--- config.mk ---
export PLATFORM = sky130hd
export DESIGN_NAME = id_allocator_free_stack
export DESIGN_NICKNAME = d
export VERILOG_FILES = /design/src/hw/rtl/ifs_pkg.sv /design/src/hw/rtl/ifs_ram.sv /design/src/hw/rtl/ifs_engine.sv /design/src/hw/rtl/id_allocator_free_stack.sv
export SDC_FILE = /design/constraint.sdc
export NUM_CORES = 2
export LEC_CHECK = 0
export BUFFER_PORTS_ARGS = -buffer_cell sky130_fd_sc_hd__buf_4
export CAP_MARGIN = 5
export CELL_PAD_IN_SITES_DETAIL_PLACEMENT = 0
export CELL_PAD_IN_SITES_GLOBAL_PLACEMENT = 1
export CORE_ASPECT_RATIO = 0.7
export CORE_MARGIN = 2
export CORE_UTILIZATION = 38
export DETAILED_ROUTE_END_ITERATION = 12
export PLACE_DENSITY_LB_ADDON = 0.1
export SYNTH_ARGS = -nofsm -noshare
export SYNTH_HDL_FRONTEND = slang
export SYNTH_SLANG_ARGS = --single-unit
--- constraint.sdc ---
create_clock -name clk -period 18.6 [get_ports clk]
set_input_delay 5.58 -clock clk [delete_from_list [all_inputs] [get_ports clk]]
set_output_delay 5.58 -clock clk [all_outputs]
set_load 0.05 [all_outputs]
--- src/hw/rtl/ifs_pkg.sv ---
// Shared types and constants for the identifier allocator.
// Request and result item layouts, command and status codes, RAM write bundles.
// No dependencies.
`default_nettype none

package ifs_pkg;

	// Pool size and derived widths
	localparam int CAPACITY = 256;
	localparam int ID_W     = 8;
	localparam int ADDR_W   = $clog2(CAPACITY);
	localparam int CNT_W    = $clog2(CAPACITY + 1);
	localparam int CMP_W    = (CNT_W > ID_W) ? CNT_W : ID_W;

	// Command codes
	localparam logic [1:0] CMD_CREATE  = 2'd0;
	localparam logic [1:0] CMD_DESTROY = 2'd1;
	localparam logic [1:0] CMD_CHECK   = 2'd2;

	// Status codes
	localparam logic [1:0] STS_OK        = 2'd0;
	localparam logic [1:0] STS_EXHAUSTED = 2'd1;
	localparam logic [1:0] STS_INVALID   = 2'd2;

	typedef struct packed {
		logic [1:0]      command;
		logic [ID_W-1:0] entity;
	} ifs_req_t;

	typedef struct packed {
		logic [ID_W-1:0] granted_id;
		logic            is_alive;
		logic [1:0]      status;
	} ifs_rsp_t;

	// Write bundle for the alive-bit RAM
	typedef struct packed {
		logic              we;
		logic [ADDR_W-1:0] addr;
		logic              data;
	} ifs_alive_wr_t;

	// Write bundle for the free-stack RAM
	typedef struct packed {
		logic              we;
		logic [ADDR_W-1:0] addr;
		logic [ID_W-1:0]   data;
	} ifs_stack_wr_t;

endpackage

`default_nettype wire

--- src/hw/rtl/ifs_ram.sv ---
// Generic single-port-write, single-port-read synchronous RAM.
// Read data is registered. No dependencies.
`default_nettype none

module ifs_ram #(
	parameter int WIDTH = 8,
	parameter int DEPTH = 256
) (
	input  wire logic                     clk,
	input  wire logic                     we,
	input  wire logic [$clog2(DEPTH)-1:0] waddr,
	input  wire logic [WIDTH-1:0]         wdata,
	input  wire logic [$clog2(DEPTH)-1:0] raddr,
	output logic      [WIDTH-1:0]         rdata
);

	logic [WIDTH-1:0] mem_q [DEPTH];

	// Write port
	always_ff @(posedge clk) begin
		if (we) begin
			mem_q[waddr] <= wdata;
		end
	end

	// Registered read port
	always_ff @(posedge clk) begin
		rdata <= mem_q[raddr];
	end

endmodule

`default_nettype wire

--- src/hw/rtl/ifs_engine.sv ---
// Command sequencer of the identifier allocator: issues RAM reads on accept,
// then decides, writes back and registers the result. Depends on ifs_pkg.
`default_nettype none

module ifs_engine
	import ifs_pkg::*;
(
	input  wire logic          clk,
	input  wire logic          arst_n,
	input  wire logic          start,
	output logic               busy,
	input  wire ifs_req_t      request,
	output logic               done,
	output ifs_rsp_t           result,
	output logic [ADDR_W-1:0]  alive_raddr,
	input  wire logic          alive_rdata,
	output logic [ADDR_W-1:0]  stack_raddr,
	input  wire logic [ID_W-1:0] stack_rdata,
	output ifs_alive_wr_t      alive_wr,
	output ifs_stack_wr_t      stack_wr
);

	typedef enum logic [1:0] {
		S_IDLE = 2'b01,
		S_EXEC = 2'b10
	} state_t;

	state_t             state_q;
	ifs_req_t           req_q;
	logic [CNT_W-1:0]   next_fresh_q;
	logic [CNT_W-1:0]   free_top_q;
	logic               done_q;
	ifs_rsp_t           result_q;

	logic               accept;
	logic               exec;
	logic [CMP_W-1:0]   ent_w;
	logic               known;
	logic               alive_ok;
	ifs_rsp_t           rsp_d;
	logic [CNT_W-1:0]   next_fresh_d;
	logic [CNT_W-1:0]   free_top_d;

	assign busy   = (state_q != S_IDLE);
	assign accept = start && !busy;
	assign exec   = (state_q == S_EXEC);
	assign done   = done_q;
	assign result = result_q;

	// Reads are launched from the request ports and the current stack top
	assign alive_raddr = ADDR_W'(request.entity);
	assign stack_raddr = ADDR_W'(free_top_q - CNT_W'(1));

	// Identifier range check: ids below next_fresh have had their alive bit written
	assign ent_w    = CMP_W'(req_q.entity);
	assign known    = (req_q.entity != '0) && (ent_w < CMP_W'(next_fresh_q))
		&& (ent_w < CMP_W'(CAPACITY));
	assign alive_ok = known && alive_rdata;

	// Decide the command and form the write-backs
	always_comb begin
		rsp_d        = '0;
		rsp_d.status = STS_OK;
		next_fresh_d = next_fresh_q;
		free_top_d   = free_top_q;
		alive_wr     = '0;
		stack_wr     = '0;
		case (req_q.command)
			CMD_CREATE: begin
				if (free_top_q != '0) begin
					free_top_d       = free_top_q - CNT_W'(1);
					rsp_d.granted_id = stack_rdata;
					alive_wr.we      = exec;
					alive_wr.addr    = ADDR_W'(stack_rdata);
					alive_wr.data    = 1'b1;
				end else if (CMP_W'(next_fresh_q) < CMP_W'(CAPACITY)) begin
					next_fresh_d     = next_fresh_q + CNT_W'(1);
					rsp_d.granted_id = ID_W'(next_fresh_q);
					alive_wr.we      = exec;
					alive_wr.addr    = ADDR_W'(next_fresh_q);
					alive_wr.data    = 1'b1;
				end else begin
					rsp_d.status = STS_EXHAUSTED;
				end
			end
			CMD_DESTROY: begin
				if (alive_ok) begin
					alive_wr.we   = exec;
					alive_wr.addr = ADDR_W'(req_q.entity);
					alive_wr.data = 1'b0;
					if (CMP_W'(free_top_q) < CMP_W'(CAPACITY)) begin
						stack_wr.we   = exec;
						stack_wr.addr = ADDR_W'(free_top_q);
						stack_wr.data = req_q.entity;
						free_top_d    = free_top_q + CNT_W'(1);
					end
				end else begin
					rsp_d.status = STS_INVALID;
				end
			end
			CMD_CHECK: begin
				if (alive_ok) begin
					rsp_d.is_alive = 1'b1;
				end else begin
					rsp_d.status = STS_INVALID;
				end
			end
			default: begin
				rsp_d.status = STS_INVALID;
			end
		endcase
	end

	// Sequencer and counters
	always_ff @(posedge clk or negedge arst_n) begin
		if (!arst_n) begin
			state_q      <= S_IDLE;
			next_fresh_q <= CNT_W'(1);
			free_top_q   <= '0;
			done_q       <= 1'b0;
		end else begin
			done_q <= 1'b0;
			case (state_q)
				S_IDLE: begin
					if (accept) begin
						state_q <= S_EXEC;
					end
				end
				S_EXEC: begin
					next_fresh_q <= next_fresh_d;
					free_top_q   <= free_top_d;
					done_q       <= 1'b1;
					state_q      <= S_IDLE;
				end
				default: begin
					state_q <= S_IDLE;
				end
			endcase
		end
	end

	// Payload registers
	always_ff @(posedge clk) begin
		if (accept) begin
			req_q <= request;
		end
		if (exec) begin
			result_q <= rsp_d;
		end
	end

endmodule

`default_nettype wire

--- src/hw/rtl/id_allocator_free_stack.sv ---
// Top level of the identifier allocator with a LIFO free stack.
// Depends on ifs_pkg, ifs_ram and ifs_engine.
//
// Usage:
//   Input channel: drive request (command, entity) with start high; the item
//   is accepted at a rising edge where start is high and busy is low.
//   Commands: create hands out a freed id (most recent first) or a fresh one,
//   destroy frees a live id, check reports whether an id is alive.
//   Identifier 0 means none and is never handed out.
//   Output channel: done strobes for one cycle with result valid in that cycle.
//   The receiver cannot stall; every result must be taken when done is high.
//   The accepting edge registers the alive-bit and free-stack RAM reads, and
//   the result and done are registered at the end of the write-back cycle.
//   A new item is not accepted until the item before it has been written back.
//   busy is high during the write-back cycle, so reads of an item always see
//   the writes of the item before it.
//   Reset: all ids dead, free stack empty, next fresh id 1. No clearing pass;
//   an alive bit is only read for ids already handed out, which were written.
`default_nettype none

module id_allocator_free_stack
	import ifs_pkg::*;
(
	input  wire logic     clk,
	input  wire logic     arst_n,
	input  wire logic     start,
	output logic          busy,
	input  wire ifs_req_t request,
	output logic          done,
	output ifs_rsp_t      result
);

	logic [ADDR_W-1:0] alive_raddr;
	logic              alive_rdata;
	logic [ADDR_W-1:0] stack_raddr;
	logic [ID_W-1:0]   stack_rdata;
	ifs_alive_wr_t     alive_wr;
	ifs_stack_wr_t     stack_wr;

	// Sequencer
	ifs_engine u_engine (
		.clk         (clk),
		.arst_n      (arst_n),
		.start       (start),
		.busy        (busy),
		.request     (request),
		.done        (done),
		.result      (result),
		.alive_raddr (alive_raddr),
		.alive_rdata (alive_rdata),
		.stack_raddr (stack_raddr),
		.stack_rdata (stack_rdata),
		.alive_wr    (alive_wr),
		.stack_wr    (stack_wr)
	);

	// Alive bit per identifier
	ifs_ram #(
		.WIDTH (1),
		.DEPTH (CAPACITY)
	) u_alive_ram (
		.clk   (clk),
		.we    (alive_wr.we),
		.waddr (alive_wr.addr),
		.wdata (alive_wr.data),
		.raddr (alive_raddr),
		.rdata (alive_rdata)
	);

	// Free stack of released identifiers
	ifs_ram #(
		.WIDTH (ID_W),
		.DEPTH (CAPACITY)
	) u_stack_ram (
		.clk   (clk),
		.we    (stack_wr.we),
		.waddr (stack_wr.addr),
		.wdata (stack_wr.data),
		.raddr (stack_raddr),
		.rdata (stack_rdata)
	);

endmodule

`default_nettype wire
==> results.py <==
metrics = {
    "run_status": {
        "status": "completed",
    },
    "clock_tree": {
        "numCtsBuffers": 234,
        "cts_root_buf": "clkbuf_16",
        "post_cts_buffers": 0,
        "clk_pin_slew_ns": 0.06,
        "cts_resized": 0,
        "clockBufferDepth": 4,
        "cts_tree": "yes",
        "clkLatencyLatePin_ns": 0.88,
        "ctsHoldBuffers": 0,
        "cts_sinks": 2355,
        "htreeDepth": 4,
    },
    "worst_setup_path": {
        "endpoint_kind": "register",
        "arrival_ns": 8.81,
        "slowest_stage": "buf_4",
        "cp_cell_sequence": "buf_4 -> buf_4 -> mux4_2 -> mux4_2 -> mux4_2 -> mux4_2",
        "crit_family": "multiplexers",
        "crit_fanout": 36,
        "path_buf_inv": 2,
        "critPathRequiredTime_ns": 19.33,
        "cpPeakStageDelay_ns": 0.62,
        "crit_type": "input pin to register",
        "cpMostUsedCell": "mux4_2",
        "crit_path_start_kind": "input pin",
    },
    "synth": {
        "yosys.area_share.adder": 0.001754,
        "yosysSeqAreaShare": 0.7606,
        "yosys-mux-area-fraction": 0.1766,
        "postSynthAreaPerCell_um2": 21.49,
        "synth-main-ff-cell": "edfxtp_1",
        "async_reset_ff_frac": 0.008917,
        "synth-simple-area-share": 0.03572,
        "yosysTopAreaCell": "edfxtp_1",
        "synth_nets": 4340,
        "postSynthCellCount": 4314,
        "synth-compound-area-share": 0.01123,
        "synth_cell_types": 60,
        "yosysWarnings": 0,
        "synth_xor_area_frac": 0.002267,
        "synthesis.area_um2": 92720,
        "ys_ff_latch": 2355,
        "synth.area.top_cells": "edfxtp_1 75%, mux4_2 18%, nor2_1 2.1%",
        "synth-edff-count": 2325,
        "synth_top_family_by_area": "multiplexers",
        "synth_top_area_frac": 0.7530,
    },
    "layout": {
        "fillers": 20920,
        "layout_commonest_cell": "edfxtp_1",
        "nNetsFinal": 4458,
        "drive_gt1_frac": 0.2675,
        "multi_input_comb_area_um2": 21230,
        "areaGrowthSynthToFinish_pct": 12.47,
        "mostFrequentLayoutCells": "2325 x edfxtp_1, 722 x mux4_2, 507 x nor2_1",
        "regArea_um2": 70530,
    },
    "pwr": {
        "power.share.sequential": 0.371,
        "p_clk_frac": 0.290,
        "pwr-share-comb": 0.339,
        "peakVddDrop_v": 0.0002822,
        "internal-power_w": 0.01072,
        "power.total_w": 0.01583,
        "power_switching_w": 0.005108,
        "p_sw_frac": 0.3228,
        "power_leakage_nw": 32.04,
        "power_density_nw_per_um2": 151.8,
    },
    "die": {
        "die_x_um": 594.4,
        "initial_core_util": 0.3828,
        "die_y_um": 417.3,
        "die_area_um2": 248000,
        "fp.coreArea_um2": 242200,
        "core.rowCount": 151,
        "pin_count": 26,
    },
    "sta": {
        "worst_pin_slew_ns": 1.330,
        "max_slew_margin": 0.1099,
        "final_max_slew_viol_count": 0,
        "finClkSkew_ns": 0.07329,
        "fin_crit_ns": 8.077,
        "hold_viol_final": 0,
        "rsz0062_at_grt": "false",
        "setup-violations-final": 0,
        "max_clock_freq_ghz": 0.1238,
        "setup_tns_ns": 0,
        "period_share": 0.4343,
    },
    "drt": {
        "via_count": 43680,
        "postRouteAntennaNets": 0,
        "drcViolationCount": 0,
        "drt-vias-per-instance": 5.574,
        "drt-total-wl_um": 245500,
        "drtPass1Iterations": 5,
        "post_drt_wl_per_cell_um": 31.33,
        "dr.first_iter.drc_count": 4440,
    },
    "hold_path": {
        "hold_class": "register to register",
    },
    "place": {
        "gp_congestion": 0.7600,
        "port_buffers": 25,
        "hpwl_um": 144600,
    },
    "global_route": {
        "grt_overflow": 0,
        "grt_pass1_wl_um": 347900,
        "grt_pass1_vias": 44030,
        "globalRouteTotalUtil": 0.1971,
        "grt_max_degree": 213,
        "antenna_found_initial": 11,
    },
    "job": {
        "cap_violations": 0,
    },
}
==> power groups by stage <==
stage                     sequential (W)  clock, W  combinational (W)
final                            0.00588   0.00459            0.00536
after CTS                        0.00588   0.00470            0.00545
after detailed placement         0.00599         0            0.00544
after global routing             0.00588   0.00491            0.00561
after global placement           0.00600         0            0.00545
after floorplan                  0.00595         0            0.00348
==> routing by layer <==
metal | wire, um | part of all wire | GRT usage | up-vias
met5 | 0 | 0 | 0 | -
met4 | 4760 | 0.019 | 0.04010 | 0
met3 | 17420 | 0.071 | 0.04243 | 279
met2 | 106900 | 0.44 | 0.2838 | 1293
met1 | 116500 | 0.47 | 0.3076 | 23910
li1 | - | - | - | 18200
==> sequential cells by signal, indices dropped and copies added (netlist names) <==
name and count:
u_stack_ram.mem_q 2048, u_engine.req_q 2, u_engine.free_top_q 9, u_alive_ram.rdata 1, u_alive_ram.mem_q 256, u_engine.ent_w 8, u_engine.next_fresh_q 9, u_engine.state_q 2
u_engine.result 11, u_stack_ram.rdata 8, u_engine.done 1
==> through the flow <==
stage,hold slack (ns),cell area (um^2),utilization,std cells,setup WS (ns)
after floorplan,0.4454,92720,-,4314,3.596
after global placement,0.4635,96990,0.4004,7408,9.599
after detailed placement,0.4684,97010,0.4005,7409,9.521
after CTS,0.4790,104300,0.4305,7829,10.46
after global routing,0.4867,104300,0.4305,7830,10.32
final,0.4807,104300,0.4305,7836,10.52
==> path summary, 6_finish.rpt <==
path | start | slack, ns | end | depth (start not counted)
worst min register to register | u_engine.next_fresh_q[6] | 0.48 | u_engine.next_fresh_q[6] | 1
min in group asynchronous | arst_n | 4.61 | u_engine.next_fresh_q[6] | 1
worst min-delay path | u_engine.next_fresh_q[6] | 0.48 | u_engine.next_fresh_q[6] | 1
max in group asynchronous | arst_n | 13.62 | u_engine.next_fresh_q[0] | 1
worst max register to register | u_engine.free_top_q[0] | 12.12 | u_stack_ram.rdata[2] | 11
worst max-delay path | request[0] | 10.52 | u_alive_ram.rdata | 6
==> cell families (layout without fill, tap and decap cells) <==
| group | Yosys count | after routing |
|---|---|---|
| AOI/OAI and AO/OA | 128 | 128 |
| adders and majority gates | 13 | 13 |
| other | 0 | 7 |
| xor gates and xnor gates | 24 | 24 |
| muxes | 733 | 733 |
| and+or+nand+nor | 787 | 787 |
| DFF | 2355 | 2355 |
| buffers and inverters | 274 | 576 |
==> synthesized netlist by cell type (13+ instances only) <==
master and n:
edfxtp_1 2325, mux4_2 722, nor2_1 513, clkbuf_1 175
nand2_1 110, buf_1 52, nor3_1 52, a22oi_1 46
buf_2 28, nand3_1 26, nor2b_1 20, dfrtp_1 19
a221oi_1 16, a22o_1 16, inv_1 16, nand4_1 15
and2_1 13, ha_1 13, xnor2_1 13
==> layout make-up <==
type	count	share of cell area
antenna	7	0.0001680
clock buffer	288	0.05989
clock inverter	132	0.009671
inverter	16	0.0005759
multi-input combinational	1685	0.2036
sequential	2355	0.6764
tap	3213	0.03855
timing repair buffer	140	0.01123
(Power assumes the default switching activity.)
